### config.mk
export PLATFORM = sky130hd
export DESIGN_NAME = pooled_linked_deque_top
export DESIGN_NICKNAME = d
export VERILOG_FILES = /design/src/rtl/pld_pkg.sv /design/src/rtl/pld_front.sv /design/src/rtl/pld_cmd_queue.sv /design/src/rtl/pld_back.sv /design/src/rtl/pooled_linked_deque_top.sv
export VERILOG_INCLUDE_DIRS = /design/src /design/src/rtl
export SDC_FILE = /design/constraint.sdc
export NUM_CORES = 1
export LEC_CHECK = 0
export BUFFER_PORTS_ARGS = -buffer_cell sky130_fd_sc_hd__buf_2
export CAP_MARGIN = 20
export CORE_MARGIN = 10
export CORE_UTILIZATION = 45
export CTS_CLUSTER_DIAMETER = 200
export DETAILED_ROUTE_END_ITERATION = 16
export PLACE_DENSITY = 0.63
export SYNTH_ARGS = -nofsm -noshare
export SYNTH_HDL_FRONTEND = slang
export SYNTH_HIERARCHICAL = 1
export SYNTH_SLANG_ARGS = --single-unit
### constraint.sdc
create_clock -name clk -period 6.6 [get_ports clk]
set_input_delay 0.33 -clock clk [delete_from_list [all_inputs] [get_ports clk]]
set_output_delay 0.33 -clock clk [all_outputs]
set_load 0.01 [all_outputs]
### src/rtl/pooled_linked_deque_top_defines.svh
// ----------------------------------------------------------------------------
// pooled linked deque assertion macros
// shared concurrent assertion forms, clocked on clk and off during reset
// ----------------------------------------------------------------------------
`ifndef POOLED_LINKED_DEQUE_TOP_DEFINES_SVH
`define POOLED_LINKED_DEQUE_TOP_DEFINES_SVH

// condition must hold at every edge out of reset
`define PLD_ASSERT_ALWAYS(label, cond, msg) \
    label: assert property (@(posedge clk) disable iff (!rst_n) (cond)) \
        else $error(msg);

// consequent must hold in the same cycle as the antecedent
`define PLD_ASSERT_IMPL(label, ante, cons, msg) \
    label: assert property (@(posedge clk) disable iff (!rst_n) (ante) |-> (cons)) \
        else $error(msg);

`endif

### src/rtl/pld_pkg.sv
// ----------------------------------------------------------------------------
// pld_pkg
// types, codes and sizes shared by the pooled linked deque modules
// ----------------------------------------------------------------------------
package pld_pkg;

    // pool size and derived widths
    localparam int SLOTS  = 16;
    localparam int IDX_W  = $clog2(SLOTS);
    localparam int LINK_W = $clog2(SLOTS + 1);

    // null link: one past the last slot
    localparam logic [LINK_W-1:0] NULL_LINK = LINK_W'(SLOTS);

    // command queue between front and back
    localparam int QUEUE_DEPTH = 2;
    localparam int QPTR_W      = $clog2(QUEUE_DEPTH);
    localparam int QCNT_W      = $clog2(QUEUE_DEPTH + 1);

    typedef enum logic [2:0] {
        OP_PUSH_FRONT = 3'd0,
        OP_PUSH_BACK  = 3'd1,
        OP_POP_FRONT  = 3'd2,
        OP_POP_BACK   = 3'd3,
        OP_LIST_FWD   = 3'd4,
        OP_LIST_BWD   = 3'd5
    } op_t;

    typedef enum logic [1:0] {
        STAT_OK    = 2'd0,
        STAT_FULL  = 2'd1,
        STAT_EMPTY = 2'd2
    } status_t;

    typedef enum logic [2:0] {
        ST_IDLE,
        ST_PUSH_RD,
        ST_PUSH_LINK,
        ST_POP_RD,
        ST_POP_FREE,
        ST_LIST
    } state_t;

    // input beat
    typedef struct packed {
        logic [2:0]         kind;
        logic signed [31:0] value;
    } cmd_t;

    // result beat
    typedef struct packed {
        logic [1:0]         status;
        logic signed [31:0] value_res;
        logic               last;
    } res_t;

    // classified command held in the queue
    typedef struct packed {
        op_t                op;
        logic signed [31:0] value;
    } qcmd_t;

    // queue status seen by front and back
    typedef struct packed {
        logic full;
        logic empty;
    } qstat_t;

endpackage

### src/rtl/pld_front.sv
// ----------------------------------------------------------------------------
// pld_front
// takes input beats, decodes the kind and queues known operations
// ----------------------------------------------------------------------------
module pld_front (
    input  logic            cmd_valid,
    output logic            cmd_stall,
    input  pld_pkg::cmd_t   cmd,
    input  pld_pkg::qstat_t q_stat,
    output logic            q_push,
    output pld_pkg::qcmd_t  q_data
);

    logic known;

    always_comb
    begin
        known     = 1'b1;
        q_data.op = pld_pkg::OP_PUSH_FRONT;
        case (cmd.kind)
            pld_pkg::OP_PUSH_FRONT: q_data.op = pld_pkg::OP_PUSH_FRONT;
            pld_pkg::OP_PUSH_BACK:  q_data.op = pld_pkg::OP_PUSH_BACK;
            pld_pkg::OP_POP_FRONT:  q_data.op = pld_pkg::OP_POP_FRONT;
            pld_pkg::OP_POP_BACK:   q_data.op = pld_pkg::OP_POP_BACK;
            pld_pkg::OP_LIST_FWD:   q_data.op = pld_pkg::OP_LIST_FWD;
            pld_pkg::OP_LIST_BWD:   q_data.op = pld_pkg::OP_LIST_BWD;
            default:                known     = 1'b0;
        endcase
        q_data.value = cmd.value;
    end

    // unknown kinds are taken and dropped
    assign cmd_stall = q_stat.full;
    assign q_push    = cmd_valid && !q_stat.full && known;

endmodule

### src/rtl/pld_cmd_queue.sv
// ----------------------------------------------------------------------------
// pld_cmd_queue
// small fifo of classified commands between front and back
// ----------------------------------------------------------------------------
module pld_cmd_queue (
    input  logic            clk,
    input  logic            rst_n,
    input  logic            push,
    input  pld_pkg::qcmd_t  push_data,
    input  logic            pop,
    output pld_pkg::qcmd_t  pop_data,
    output pld_pkg::qstat_t stat
);

    pld_pkg::qcmd_t                  store_reg [pld_pkg::QUEUE_DEPTH];
    logic [pld_pkg::QPTR_W-1:0]      wr_ptr_reg, wr_ptr_next;
    logic [pld_pkg::QPTR_W-1:0]      rd_ptr_reg, rd_ptr_next;
    logic [pld_pkg::QCNT_W-1:0]      cnt_reg, cnt_next;

    always_comb
    begin
        wr_ptr_next = wr_ptr_reg;
        rd_ptr_next = rd_ptr_reg;
        cnt_next    = cnt_reg;
        if (push)
        begin
            wr_ptr_next = (wr_ptr_reg == pld_pkg::QPTR_W'(pld_pkg::QUEUE_DEPTH - 1))
                        ? '0 : wr_ptr_reg + pld_pkg::QPTR_W'(1);
        end
        if (pop)
        begin
            rd_ptr_next = (rd_ptr_reg == pld_pkg::QPTR_W'(pld_pkg::QUEUE_DEPTH - 1))
                        ? '0 : rd_ptr_reg + pld_pkg::QPTR_W'(1);
        end
        if (push && !pop)
        begin
            cnt_next = cnt_reg + pld_pkg::QCNT_W'(1);
        end
        else if (pop && !push)
        begin
            cnt_next = cnt_reg - pld_pkg::QCNT_W'(1);
        end
    end

    always_ff @(posedge clk or negedge rst_n)
    begin
        if (!rst_n)
        begin
            wr_ptr_reg <= '0;
            rd_ptr_reg <= '0;
            cnt_reg    <= '0;
        end
        else
        begin
            wr_ptr_reg <= wr_ptr_next;
            rd_ptr_reg <= rd_ptr_next;
            cnt_reg    <= cnt_next;
        end
    end

    always_ff @(posedge clk)
    begin
        if (push)
        begin
            store_reg[wr_ptr_reg] <= push_data;
        end
    end

    assign pop_data   = store_reg[rd_ptr_reg];
    assign stat.full  = (cnt_reg == pld_pkg::QCNT_W'(pld_pkg::QUEUE_DEPTH));
    assign stat.empty = (cnt_reg == '0);

endmodule

### src/rtl/pld_back.sv
// ----------------------------------------------------------------------------
// pld_back
// executes queued commands on the slot pool and drives the result register
// ----------------------------------------------------------------------------
`include "pooled_linked_deque_top_defines.svh"

module pld_back (
    input  logic            clk,
    input  logic            rst_n,
    input  pld_pkg::qcmd_t  q_data,
    input  pld_pkg::qstat_t q_stat,
    output logic            q_pop,
    output logic            res_valid,
    input  logic            res_stall,
    output pld_pkg::res_t   res
);

    localparam int IW = pld_pkg::IDX_W;
    localparam int LW = pld_pkg::LINK_W;

    // pool memories
    logic signed [31:0] val_mem [pld_pkg::SLOTS];
    logic [LW-1:0]      fwd_mem [pld_pkg::SLOTS];
    logic [LW-1:0]      bwd_mem [pld_pkg::SLOTS];
    logic [pld_pkg::SLOTS-1:0] fwd_vld_reg;

    logic signed [31:0] val_rd_reg;
    logic [LW-1:0]      fwd_rd_reg;
    logic [LW-1:0]      bwd_rd_reg;

    logic               rd_en;
    logic [IW-1:0]      rd_addr;
    logic               val_we, fwd_we, bwd_we;
    logic [IW-1:0]      val_waddr, fwd_waddr, bwd_waddr;
    logic signed [31:0] val_wdata;
    logic [LW-1:0]      fwd_wdata, bwd_wdata;

    // control and list state
    pld_pkg::state_t    state_reg, state_next;
    logic [LW-1:0]      front_reg, front_next;
    logic [LW-1:0]      back_reg, back_next;
    logic [LW-1:0]      free_reg, free_next;
    pld_pkg::op_t       op_reg, op_next;
    logic signed [31:0] value_reg, value_next;
    logic [IW-1:0]      slot_reg, slot_next;
    logic [IW-1:0]      cnt_reg, cnt_next;
    logic               res_valid_reg, res_valid_next;
    pld_pkg::res_t      res_reg, res_next;

    logic               out_free;
    logic               front_null, back_null, free_null;
    logic               idle_err;
    logic [LW-1:0]      list_link;
    logic               list_done;
    logic [LW-1:0]      slot_link;

    assign out_free   = !res_valid_reg || !res_stall;
    assign front_null = (front_reg >= pld_pkg::NULL_LINK);
    assign back_null  = (back_reg >= pld_pkg::NULL_LINK);
    assign free_null  = (free_reg >= pld_pkg::NULL_LINK);
    assign slot_link  = LW'(slot_reg);
    assign list_link  = (op_reg == pld_pkg::OP_LIST_FWD) ? fwd_rd_reg : bwd_rd_reg;
    assign list_done  = (list_link >= pld_pkg::NULL_LINK)
                     || (cnt_reg == IW'(pld_pkg::SLOTS - 1));

    // command at the queue head answers with an error at once
    always_comb
    begin
        case (q_data.op)
            pld_pkg::OP_PUSH_FRONT,
            pld_pkg::OP_PUSH_BACK:  idle_err = free_null;
            pld_pkg::OP_POP_FRONT,
            pld_pkg::OP_LIST_FWD:   idle_err = front_null;
            pld_pkg::OP_POP_BACK,
            pld_pkg::OP_LIST_BWD:   idle_err = back_null;
            default:                idle_err = 1'b0;
        endcase
    end

    // next state
    always_comb
    begin
        state_next = state_reg;
        case (state_reg)
            pld_pkg::ST_IDLE:
            begin
                if (!q_stat.empty && !idle_err)
                begin
                    case (q_data.op)
                        pld_pkg::OP_PUSH_FRONT,
                        pld_pkg::OP_PUSH_BACK:  state_next = pld_pkg::ST_PUSH_RD;
                        pld_pkg::OP_POP_FRONT,
                        pld_pkg::OP_POP_BACK:   state_next = pld_pkg::ST_POP_RD;
                        default:                state_next = pld_pkg::ST_LIST;
                    endcase
                end
            end
            pld_pkg::ST_PUSH_RD:   state_next = pld_pkg::ST_PUSH_LINK;
            pld_pkg::ST_PUSH_LINK:
            begin
                if (out_free)
                begin
                    state_next = pld_pkg::ST_IDLE;
                end
            end
            pld_pkg::ST_POP_RD:
            begin
                if (out_free)
                begin
                    state_next = pld_pkg::ST_POP_FREE;
                end
            end
            pld_pkg::ST_POP_FREE:  state_next = pld_pkg::ST_IDLE;
            pld_pkg::ST_LIST:
            begin
                if (out_free && list_done)
                begin
                    state_next = pld_pkg::ST_IDLE;
                end
            end
            default:               state_next = pld_pkg::ST_IDLE;
        endcase
    end

    // datapath and outputs
    always_comb
    begin
        front_next     = front_reg;
        back_next      = back_reg;
        free_next      = free_reg;
        op_next        = op_reg;
        value_next     = value_reg;
        slot_next      = slot_reg;
        cnt_next       = cnt_reg;
        res_valid_next = res_valid_reg && res_stall;
        res_next       = res_reg;
        q_pop          = 1'b0;
        rd_en          = 1'b0;
        rd_addr        = '0;
        val_we         = 1'b0;
        val_waddr      = slot_reg;
        val_wdata      = value_reg;
        fwd_we         = 1'b0;
        fwd_waddr      = slot_reg;
        fwd_wdata      = pld_pkg::NULL_LINK;
        bwd_we         = 1'b0;
        bwd_waddr      = slot_reg;
        bwd_wdata      = pld_pkg::NULL_LINK;

        case (state_reg)
            pld_pkg::ST_IDLE:
            begin
                if (!q_stat.empty)
                begin
                    if (idle_err)
                    begin
                        if (out_free)
                        begin
                            q_pop            = 1'b1;
                            res_valid_next   = 1'b1;
                            res_next.value_res = '0;
                            res_next.last    = 1'b1;
                            res_next.status  = (q_data.op == pld_pkg::OP_PUSH_FRONT
                                             || q_data.op == pld_pkg::OP_PUSH_BACK)
                                             ? pld_pkg::STAT_FULL : pld_pkg::STAT_EMPTY;
                        end
                    end
                    else
                    begin
                        q_pop      = 1'b1;
                        op_next    = q_data.op;
                        value_next = q_data.value;
                        cnt_next   = '0;
                        rd_en      = 1'b1;
                        case (q_data.op)
                            pld_pkg::OP_PUSH_FRONT,
                            pld_pkg::OP_PUSH_BACK:  slot_next = free_reg[IW-1:0];
                            pld_pkg::OP_POP_FRONT,
                            pld_pkg::OP_LIST_FWD:   slot_next = front_reg[IW-1:0];
                            default:                slot_next = back_reg[IW-1:0];
                        endcase
                        rd_addr = slot_next;
                    end
                end
            end

            pld_pkg::ST_PUSH_RD:
            begin
                // new slot leaves the free list and takes its value
                free_next = fwd_rd_reg;
                val_we    = 1'b1;
                fwd_we    = 1'b1;
                bwd_we    = 1'b1;
                if (op_reg == pld_pkg::OP_PUSH_FRONT)
                begin
                    fwd_wdata = front_reg;
                    bwd_wdata = pld_pkg::NULL_LINK;
                end
                else
                begin
                    fwd_wdata = pld_pkg::NULL_LINK;
                    bwd_wdata = back_reg;
                end
            end

            pld_pkg::ST_PUSH_LINK:
            begin
                if (out_free)
                begin
                    res_valid_next     = 1'b1;
                    res_next.status    = pld_pkg::STAT_OK;
                    res_next.value_res = '0;
                    res_next.last      = 1'b1;
                    if (op_reg == pld_pkg::OP_PUSH_FRONT)
                    begin
                        if (!front_null)
                        begin
                            bwd_we    = 1'b1;
                            bwd_waddr = front_reg[IW-1:0];
                            bwd_wdata = slot_link;
                        end
                        else
                        begin
                            back_next = slot_link;
                        end
                        front_next = slot_link;
                    end
                    else
                    begin
                        if (!back_null)
                        begin
                            fwd_we    = 1'b1;
                            fwd_waddr = back_reg[IW-1:0];
                            fwd_wdata = slot_link;
                        end
                        else
                        begin
                            front_next = slot_link;
                        end
                        back_next = slot_link;
                    end
                end
            end

            pld_pkg::ST_POP_RD:
            begin
                if (out_free)
                begin
                    res_valid_next     = 1'b1;
                    res_next.status    = pld_pkg::STAT_OK;
                    res_next.value_res = val_rd_reg;
                    res_next.last      = 1'b1;
                    if (op_reg == pld_pkg::OP_POP_FRONT)
                    begin
                        front_next = fwd_rd_reg;
                        if (fwd_rd_reg < pld_pkg::NULL_LINK)
                        begin
                            bwd_we    = 1'b1;
                            bwd_waddr = fwd_rd_reg[IW-1:0];
                            bwd_wdata = pld_pkg::NULL_LINK;
                        end
                        else
                        begin
                            back_next = pld_pkg::NULL_LINK;
                        end
                    end
                    else
                    begin
                        back_next = bwd_rd_reg;
                        if (bwd_rd_reg < pld_pkg::NULL_LINK)
                        begin
                            fwd_we    = 1'b1;
                            fwd_waddr = bwd_rd_reg[IW-1:0];
                            fwd_wdata = pld_pkg::NULL_LINK;
                        end
                        else
                        begin
                            front_next = pld_pkg::NULL_LINK;
                        end
                    end
                end
            end

            pld_pkg::ST_POP_FREE:
            begin
                // freed slot goes back on top of the free list
                fwd_we    = 1'b1;
                fwd_wdata = free_reg;
                free_next = slot_link;
            end

            pld_pkg::ST_LIST:
            begin
                if (out_free)
                begin
                    res_valid_next     = 1'b1;
                    res_next.status    = pld_pkg::STAT_OK;
                    res_next.value_res = val_rd_reg;
                    res_next.last      = list_done;
                    if (!list_done)
                    begin
                        rd_en    = 1'b1;
                        rd_addr  = list_link[IW-1:0];
                        cnt_next = cnt_reg + IW'(1);
                    end
                end
            end

            default:
            begin
            end
        endcase
    end

    always_ff @(posedge clk or negedge rst_n)
    begin
        if (!rst_n)
        begin
            state_reg     <= pld_pkg::ST_IDLE;
            front_reg     <= pld_pkg::NULL_LINK;
            back_reg      <= pld_pkg::NULL_LINK;
            free_reg      <= '0;
            res_valid_reg <= 1'b0;
        end
        else
        begin
            state_reg     <= state_next;
            front_reg     <= front_next;
            back_reg      <= back_next;
            free_reg      <= free_next;
            res_valid_reg <= res_valid_next;
        end
    end

    always_ff @(posedge clk)
    begin
        op_reg    <= op_next;
        value_reg <= value_next;
        slot_reg  <= slot_next;
        cnt_reg   <= cnt_next;
        res_reg   <= res_next;
    end

    // forward links read as i+1 until first written
    always_ff @(posedge clk or negedge rst_n)
    begin
        if (!rst_n)
        begin
            fwd_vld_reg <= '0;
        end
        else if (fwd_we)
        begin
            fwd_vld_reg[fwd_waddr] <= 1'b1;
        end
    end

    always_ff @(posedge clk)
    begin
        if (val_we)
        begin
            val_mem[val_waddr] <= val_wdata;
        end
    end

    always_ff @(posedge clk)
    begin
        if (fwd_we)
        begin
            fwd_mem[fwd_waddr] <= fwd_wdata;
        end
    end

    always_ff @(posedge clk)
    begin
        if (bwd_we)
        begin
            bwd_mem[bwd_waddr] <= bwd_wdata;
        end
    end

    always_ff @(posedge clk)
    begin
        if (rd_en)
        begin
            val_rd_reg <= val_mem[rd_addr];
            fwd_rd_reg <= fwd_vld_reg[rd_addr] ? fwd_mem[rd_addr]
                                               : LW'(rd_addr) + LW'(1);
            bwd_rd_reg <= bwd_mem[rd_addr];
        end
    end

    assign res_valid = res_valid_reg;
    assign res       = res_reg;

    `PLD_ASSERT_ALWAYS(a_ends_null_together, front_null == back_null, "list ends disagree")
    `PLD_ASSERT_IMPL(a_push_has_slot, state_reg == pld_pkg::ST_PUSH_RD, !free_null, "push without free slot")
    `PLD_ASSERT_IMPL(a_pop_has_item, state_reg == pld_pkg::ST_POP_RD, !front_null && !back_null, "pop on empty list")
    `PLD_ASSERT_IMPL(a_mid_listing, res_valid_reg && !res_reg.last, state_reg == pld_pkg::ST_LIST, "open result outside listing")

endmodule

### src/rtl/pooled_linked_deque_top.sv
// push gives its result from the link state after the read state, pop from its read state
// error answers (pool full, list empty) come from the idle state, with no memory read
// a push or pop holds the back end until its read-then-link memory steps are done
// a listing visits one slot per cycle while the result side does not stall
// reset: async active low; list empty, all slots free, forward links valid at once
// ----------------------------------------------------------------------------
// pooled_linked_deque_top
// double-ended list in a fixed slot pool with forward/backward links and a
// free list; decoding front, two-entry command queue, executing back end
// ----------------------------------------------------------------------------
module pooled_linked_deque_top (
    input  logic          clk,
    input  logic          rst_n,
    // command beats
    input  logic          cmd_valid,
    output logic          cmd_stall,
    input  pld_pkg::cmd_t cmd,
    // result beats
    output logic          res_valid,
    input  logic          res_stall,
    output pld_pkg::res_t res
);

    // front to queue
    logic            q_push;
    pld_pkg::qcmd_t  q_push_data;
    // queue to back
    logic            q_pop;
    pld_pkg::qcmd_t  q_head;
    pld_pkg::qstat_t q_stat;

    // decode kind, drop unknown ones, stall only on a full queue
    pld_front u_front (
        .cmd_valid (cmd_valid),
        .cmd_stall (cmd_stall),
        .cmd       (cmd),
        .q_stat    (q_stat),
        .q_push    (q_push),
        .q_data    (q_push_data)
    );

    // decouples input beats from the memory sequencer
    pld_cmd_queue u_queue (
        .clk       (clk),
        .rst_n     (rst_n),
        .push      (q_push),
        .push_data (q_push_data),
        .pop       (q_pop),
        .pop_data  (q_head),
        .stat      (q_stat)
    );

    // link memories, list ends, free list and result register
    pld_back u_back (
        .clk       (clk),
        .rst_n     (rst_n),
        .q_data    (q_head),
        .q_stat    (q_stat),
        .q_pop     (q_pop),
        .res_valid (res_valid),
        .res_stall (res_stall),
        .res       (res)
    );

endmodule

Yosys cells after proc, flatten, opt, wreduce, memory -nomap -nowiden:

Memories as Yosys holds them, arrays and structs flattened. A register that Yosys moved wholly into a read port is not among the register bits.
Index checks and enable logic that the tools add are counted.

* $add $sub $neg: 6
* order comparisons: 9
* eq/ne operators: 33
* multiplexer cells: 113
* bitwise logic cells: 3
* reductions and logical operators: 41

Operators by type and width (count)
* two-way mux 35 bit: 6
* one-hot mux 35 bit (4 select lines): 1
* two-way mux 5 bit: 22
* two-way mux 4 bit: 20
* one-hot mux 4 bit (2 select lines): 5
* one-hot mux 5 bit (2 select lines): 4
* two-way mux 1 bit: 37
* one-hot mux 3 bit (5 select lines): 2
* == test 3 x 2 -> 1 bit, second input constant: 7
* == test 3 bit, second input constant: 7
* >= comparator 5 bit, second input constant: 4
* OR 16 bit: 1
* one-hot mux 5 bit (3 select lines): 1
* AND reduction 5 bit: 3
* != test 2 x 1 -> 1 bit, second input constant: 7
* logical NOT 3 bit: 4
* two-way mux 3 bit: 4
* < comparator 4 x 5 -> 1 bit, second input constant: 2
* < comparator 5 bit, second input constant: 2
* OR reduction 2 bit: 5
* == test 3 x 1 -> 1 bit, second input constant: 3
* one-hot mux 1 bit (3 select lines): 3
* logical AND 1 bit: 8
* nonzero test 2 bit: 4
* 27 further kinds: 43

* flip-flop bits (word level): 122
* RAM bits: 742
* bits of input ports: 39
* output and inout bits: 37
* logic and storage cells: 226
* memories: 4

Memories
* u_back.val_mem: words 16, width 32, rd ports 1, clocked after Yosys merged registers in 1, wr ports 1, line pld_back.sv:22 `logic signed [31:0] val_mem [pld_pkg::SLOTS];`
* u_back.bwd_mem: words 16, width 5, rd ports 1, clocked after Yosys merged registers in 1, wr ports 1, line pld_back.sv:24 `logic [LW-1:0] bwd_mem [pld_pkg::SLOTS];`
* u_back.fwd_mem: words 16, width 5, rd ports 1, clocked after Yosys merged registers in 0, wr ports 1, line pld_back.sv:23 `logic [LW-1:0] fwd_mem [pld_pkg::SLOTS];`
* u_queue.store_reg: words 2, width 35, rd ports 1, clocked after Yosys merged registers in 0, wr ports 1, line pld_cmd_queue.sv:15 `pld_pkg::qcmd_t store_reg [pld_pkg::QUEUE_DEPTH];`

Longest topological paths before layout:

Gate-level depths: netlist of the first run.

* depth after elaboration: 10
* mapped depth: 17
* mapped depth without buffers: 11

Modules after synthesis:

The synthesis of the first run kept the hierarchy.

Modules (own cells, without submodules)
* pld_back: times used 1, cells an instance 2510, area an instance 33180.6 um2
* pld_cmd_queue: times used 1, cells an instance 125, area an instance 2862.7 um2
* pld_front: times used 1, cells an instance 42, area an instance 316.6 um2

Least setup slack after synthesis of the first run:

Ideal clock, no wire load.

* path kind: reg-to-reg
* from: register u_back.state_reg[0]
* to: memory u_back.val_mem[0][0] (enable)
* arrival: 3.735 ns
* slack: 2.404 ns
* cell stages (with the launch flop): 6
* path buffers: 2
* path through: dfrtp_1 clkbuf_1 clkbuf_1 nand3_1 or3_1 nor3_1

* word-level cells in the longest chain between the ends: 4

RTL lines
* from (decl): line pld_back.sv:39 `pld_pkg::state_t state_reg, state_next;`
* from (signal assigned): line pld_back.sv:319 `state_reg <= pld_pkg::ST_IDLE;`
* from (signal assigned): line pld_back.sv:327 `state_reg <= state_next;`
* == test 3 x 1 -> 1 bit: line pld_back.sv:150 `case (state_reg)`
* two-way mux 1 bit: line pld_back.sv:150
* two-way mux 1 bit: line pld_back.sv:359 `if (val_we)`
* two-way mux 1 bit (implied by the code): line pld_back.sv:361 `val_mem[val_waddr] <= val_wdata;`
* to (decl): line pld_back.sv:22

Every way passes these cells.

==> results of run 1 <==
[metal layers]
metal	track usage [%]	up-vias
met1	25.0	10900
met5	0	-
met3	2.81	133
li1	-	9935
met4	5.46	0
met2	29.0	788
[final timing paths]
kind,from,endpoint,cells past startpoint
worst max-delay path,u_queue/rd_ptr_reg$_DFFE_PN0P_,u_back/val_rd_reg[13]$_DFFE_PP_,10
min in group asynchronous,rst_n,u_queue/cnt_reg[1]$_DFFE_PN0P_,2
max in group asynchronous,rst_n,u_queue/rd_ptr_reg$_DFFE_PN0P_,2
worst min register to register,u_back/fwd_vld_reg[3]$_DFFE_PN0P_,u_back/fwd_vld_reg[3]$_DFFE_PN0P_,1
worst max register to register,u_queue/rd_ptr_reg$_DFFE_PN0P_,u_back/val_rd_reg[13]$_DFFE_PP_,10
worst min-delay path,cmd[32],u_queue/store_reg[0][32]$_DFFE_PP_,2
[cell type report]
| class | instances | area [sq um] | area share (%) |
|---|---|---|---|
| tap | 1060 | 1330 | 3.25 |
| timing repair buffer | 150 | 1120 | 2.75 |
| clock buffer | 112 | 2390 | 5.85 |
| inverter | 20 | 85.1 | 0.209 |
| sequential | 901 | 26900 | 65.9 |
| multi-input combinational | 1556 | 8490 | 20.8 |
| clock inverter | 50 | 513 | 1.26 |
[cells by family (layout without fill, tap and decap cells)]
family,Yosys count,count (layout),synth area share (%)
AO/OA/AOI/OAI,314,314,6.35
XOR/XNOR,10,10,0.241
adder cells (fa/ha/maj),6,6,0.206
buffers and inverters,220,332,3.25
flip-flops,901,901,73.9
multiplexers,64,64,2.20
AND/OR/NAND/NOR,1162,1162,13.9
[metrics by stage]
| stage | hold slack (ps) | util (%) |
|---|---|---|
| 2_1_floorplan | 34.4 | - |
| 3_3_place_gp | 451 | 46.7 |
| 3_5_place_dp | 455 | 46.8 |
| 4_1_cts | 6.53 | 50.8 |
| 5_1_grt | 25.5 | 50.8 |
| 6_report | 50.3 | 50.8 |
[cells in the mapped netlist (9+ instances only)]
cell type and number:
o22a_1 14, and2_1 39, nand3_1 193, buf_6 10, dfrtp_1 37, mux2_4 29, nor3_1 16, a311oi_1 111
a22oi_1 10, or2_2 18, inv_1 16, and3_1 76, edfxtp_1 862, nand2_1 707, nand2b_1 16, o21ai_0 19
buf_2 39, o221ai_1 12, mux2i_1 24, o22ai_1 21, a31oi_1 39, buf_1 9, clkbuf_1 91, nor2_1 84
a21oi_1 58, buf_4 48
[power by group]
part | switching (mW) | internal (mW)
logic | 4.55 | 2.06
clock network | 2.13 | 2.85
registers | 0.843 | 8.05
total | 7.53 | 13.0
[what timing repair did]
action | in CTS | in global routing
endpoints found under the hold margin | 101 | 0
gates resized for setup | 0 | 0
hold buffers | 33 | 0
==> metrics, run 1 <==
fmax=201 MHz; hpwl dp=46.9 mm; kind of end point of the critical path=flip-flop; WL met1=37.5 mm; Slew Limit Fails=0; Setup CP Type=flip-flop to flip-flop; total grt overflow=0; drt pass-1 iters=7; CORE AREA=0.0803 sq mm; largest register by flop count=u_back/val_mem; Routed Antenna Nets=0; Leak=14.3 nW; vias=21700; CTS buffer count=90; Buf/Inv on CP=2; Final Hold Fails=0; largest net degree at the start of global routing=238; clk slew on worst S/H paths=60 ps; clk sink count=901; Total GRT Usage=18.0%; async set or reset register ratio after synthesis=4.33%; RSZ-0062 raised after global routing=no; # DRC=0; vias in the first global route=21200; Routed WL=85.8 mm; Synth area leader=edfxtp_1; Die Height=304 um; placed cells=3653; post-route cell area=0.0408 sq mm; nets=2764; Mapped Cells=2677; die area=0.0926 sq mm; largest cells by area after synthesis=edfxtp_1 71%, nand2_1 7.3%, a311oi_1 2.7%; Worst Tran Pin Value=1090 ps; Layout area overhead=12.2%; first-pass GRT wire length=130 mm; Final Skew=31.5 ps; Worst path top cell family by delay=compound AO/OA/AOI/OAI gates; wire per inst=22.3 um; number of I/O port buffers=75; FP Rows=104; most frequent cells in the layout=862 x edfxtp_1, 706 x nand2_1, 193 x nand3_1; CP Cell Sequence=mux2_4, mux2i_1, a211oi_1, a211o_1, o22a_4, buf_4, buf_4, a311oi_1, a311oi_1, a21oi_1; share of layout cells above drive strength 1=11.8%; number of synthesized flops with an enable pin=862; total inserted antenna cells=0; Via-to-Cell Ratio=5.64; Cell Area, Synth=0.0364 sq mm; DR WL met3=5.99 mm; routability cong.=0.879; Setup WS pre-CTS=1740 ps; Worst EP required=6970 ps; ratio of final minimum period to clock period=75.3%; die width=304 um; CP startpoint kind=flip-flop; Initial Util=45.3%; critical-path maximum fanout=86; htree depth=3; P per Cell Area=502 mW/mm^2; sequential area share after synthesis=73.9%; worst hold path type=input pin to flip-flop; # fillers=6613; yosys warns=6; number of flip-flops in the largest register=512; Fin Setup TNS=0 ps; 1st-iter DRT viols=2395; Arrival @ worst endpoint=5330 ps; final instance count without filler cells=3849; MaxCap Viol Count=0; Primary FF master, synth=edfxtp_1; fin worst setup slack=1630 ps; Mapped Avg Cell Area=13.6 sq um; Mapped Nets=2722; Clock Path Buffers=3; top layer in use=met4; Largest regs=u_back/val_mem: 512 flops, u_back/bwd_mem: 80 flops, u_back/fwd_mem: 80 flops; status=finished, final reports clean; initial antenna violation count=4; Overall Power=20.5 mW; Synth top area share=71.2%; CP max stage cell=buf_4; slew margin rel.=27.3%; Final Setup Violations=0; commonest non-fill, non-tap cell in the layout=edfxtp_1; Ports=76; dpl cell area=0.0375 sq mm; fin crit period=4970 ps; flops & latches, synth=901; max incr delay on CP=920 ps; CTS tree=built; Synth cell types=57; VDD IR max=0.582 mV; Setup Buffers After CTS=0; Reg2Reg Setup Slack=1630 ps; Worst-Skew Late Latency=650 ps; met2 wire length=40.5 mm; Root Buffer=clkbuf_16
(Power assumes the default switching activity.)
==> run 2: changes to the inputs <==
- ABC_AREA: not set -> 1
- clock period: 6.6 -> 5 ns (I/O delays scaled with it)
==> run 2 against run 1 <==
  * Synthesized area increased by 1.9%
  * First-iteration DRC count decreased by 2.8%
  * Setup slack got worse by 460 ps
  * Non-clock buffer count increased by 19
  * Critical path depth increased by 6
  * Register-to-register slack got worse by 460 ps
==> metrics, run 2 <==
max incr delay on CP=520 ps; top-count cell post-synth=edfxtp_1; start point of the critical path=u_queue/rd_ptr_reg$_DFFE_PN0P_; largest net degree at the start of global routing=147; Fin Setup TNS=0 ps; CP startpoint kind=flip-flop; P per Cell Area=676 mW/mm^2; kind of end point of the critical path=flip-flop; Initial Util=45.2%; critical-path maximum fanout=109; Via-to-Cell Ratio=5.71; nets=2836; CTS tree=built; total inserted antenna cells=0; fin worst setup slack=1170 ps; async set or reset register ratio after synthesis=4.33%; number of synthesized flops with an enable pin=862; FP Rows=105; fin crit period=3830 ps; Util after Layout=50.8%; CP max stage cell=inv_8; Ports=76; worst hold path type=input pin to flip-flop; Synth top area share=69.9%; Reg2Reg Setup Slack=1170 ps; wire per inst=23.2 um; Final Setup Violations=0; number of I/O port buffers=75; Setup WS pre-CTS=1170 ps; Worst Tran Pin Value=1250 ps; Routed Antenna Nets=0; Largest regs=u_back/val_mem: 512 flops, u_back/bwd_mem: 80 flops, u_back/fwd_mem: 80 flops; Synth cell types=52; slew margin rel.=16.8%; most frequent cells in the layout=862 x edfxtp_1, 299 x o211ai_1, 235 x nor2_1; Worst EP required=5390 ps; placed cells=3729; Multi-input gate area=0.00856 sq mm; htree depth=3; Mapped Cells=2715; commonest non-fill, non-tap cell in the layout=edfxtp_1; Clock Path Buffers=3; Worst-Skew Late Latency=650 ps; RSZ-0062 raised after global routing=no; first-pass GRT wire length=139 mm; Synth area leader=edfxtp_1; 1st-iter DRT viols=2328; Slew Limit Fails=0; Die Height=307 um; R2R Path End=u_back/fwd_rd_reg[1]$_DFFE_PP_; Register Area=0.0269 sq mm; vias in the first global route=22600; R2R Path Start=u_queue/rd_ptr_reg$_DFFE_PN0P_; routability cong.=0.880; flops & latches, synth=901; final instance count without filler cells=3937; worst reg2reg path depth=16; Final Skew=26.3 ps; synth cell count leaders=862 x edfxtp_1, 299 x o211ai_1, 253 x nor2_1; most used cell, CP=nand2_1; fmax=261 MHz; CP Cell Sequence=mux2_2, nor2_4, nand2_1, nand3_4, nor2_8, nand2_4, nand2_8, inv_8, buf_12, nand2_1, nand3_1, nand3_1, nand3_1, nand2_1, nand2_1, nand2_1; hpwl dp=53.3 mm; post-cts gate resize count=0; Primary FF master, synth=edfxtp_1; Root Buffer=clkbuf_16; # DRC=0; CTS buffer count=92; Mapped Avg Cell Area=13.6 sq um; ratio of final minimum period to clock period=76.6%; Setup CP Type=flip-flop to flip-flop; # fillers=6887; initial antenna violation count=1; drt pass-1 iters=5; Arrival @ worst endpoint=4220 ps; VDD IR max=0.499 mV; largest register by flop count=u_back/val_mem; die area=0.0942 sq mm; Routed WL=91.4 mm; clk sink count=901; MaxCap Viol Count=0; sequential area share after synthesis=72.5%; Final Hold Fails=0; yosys warns=6; vias=22500; largest cells by area after synthesis=edfxtp_1 70%, o211ai_1 6.1%, nand3_1 2.7%; Leak=14.1 nW; Mapped Nets=2760; total grt overflow=0; die width=307 um; number of flip-flops in the largest register=512; Cell Area, Synth=0.0370 sq mm; CORE AREA=0.0818 sq mm; Layout area overhead=12.3%; status=finished, final reports clean; Final Hold Slack=67.3 ps; clk slew on worst S/H paths=60 ps; Total GRT Usage=19.2%; share of layout cells above drive strength 1=14.9%; crit path to=u_back/fwd_rd_reg[1]$_DFFE_PP_
## run 2: changes by cell type after synthesis, sizes merged, moves of 38 or more
| cell | before | now |
|---|---|---|
| nand2 | 707 | 202 |
| o21ai | 19 | 190 |
| inv | 17 | 162 |
| clkbuf | 91 | 44 |
| a311oi | 111 | 0 |
| a31oi | 39 | 1 |
| and3 | 76 | 0 |
| o211ai | 2 | 299 |
| and2 | 39 | 0 |
| or2 | 18 | 170 |
| nor2 | 84 | 264 |
## run 2: cells by family (layout without fill, tap and decap cells)
logic type / count (synthesis) / count (layout) / share of synthesized area (%)
mux: 37 / 37 / 1.42
flops: 901 / 901 / 72.5
compound gates: 546 / 546 / 9.64
xor+xnor: 5 / 5 / 0.118
buf+inv: 351 / 503 / 4.85
simple gates: 869 / 869 / 11.2
fa+ha+maj: 6 / 6 / 0.203
## run 2: how the worst min path moves through the flow
stage,from,to,slack [ps],depth (start not counted)
after floorplan,rst_n,u_back/back_reg[0]$_DFFE_PN0P_,-50,0
after detailed placement,cmd[31],u_queue/store_reg[0][31]$_DFFE_PP_,440,1
after global placement,cmd[30],u_queue/store_reg[1][30]$_DFFE_PP_,440,1
final,cmd_valid,u_queue/wr_ptr_reg$_DFFE_PN0P_,70,3
after CTS,cmd_valid,u_queue/wr_ptr_reg$_DFFE_PN0P_,40,3
after global routing,cmd_valid,u_queue/wr_ptr_reg$_DFFE_PN0P_,80,3
## run 2: per-stage QoR
stage               total power, mW  cell area [sq um]
floorplan                      18.3              37000
global placement               21.4              38300
detailed placement             21.7              38300
CTS                            28.2              41600
global route                   29.7              41600
finish                         28.1              41600
## run 2: what timing repair did
action,in CTS,in global routing
setup buffers,0,0
hold buffers,37,0
endpoints found under the setup margin,0,0
endpoints found under the hold margin,108,0
## run 2: per-layer routing
metal	global-route usage, %	wire, um	up-vias
li1	-	-	10100
met1	26.1	38500	11200
met2	30.2	42600	968
met3	4.40	7860	183
met4	6.32	2480	2
met5	0	23	-
## run 2: critical path, delay by kind of cell, from the launching register on
kind | cells | cell delay [ps]
AND/OR/NAND/NOR | 13 | 1730
buffers and inverters | 2 | 940
flip-flops | 1 | 400
multiplexers | 1 | 410
## run 2: power by group
group	internal (mW)	switching [mW]	leakage, nW	total (mW)
combinational	3.00	6.83	4.46	9.83
clock	3.69	2.84	1.39	6.52
sequential	10.7	1.09	8.27	11.8
total	17.4	10.8	14.1	28.1
## run 2: cell type report
| class | count | area share [%] |
|---|---|---|
| clock inverter | 56 | 0.981 |
| sequential | 901 | 64.6 |
| timing repair buffer | 169 | 3.24 |
| tap | 1070 | 3.22 |
| clock buffer | 114 | 5.89 |
| multi-input combinational | 1463 | 20.6 |
| inverter | 164 | 1.50 |
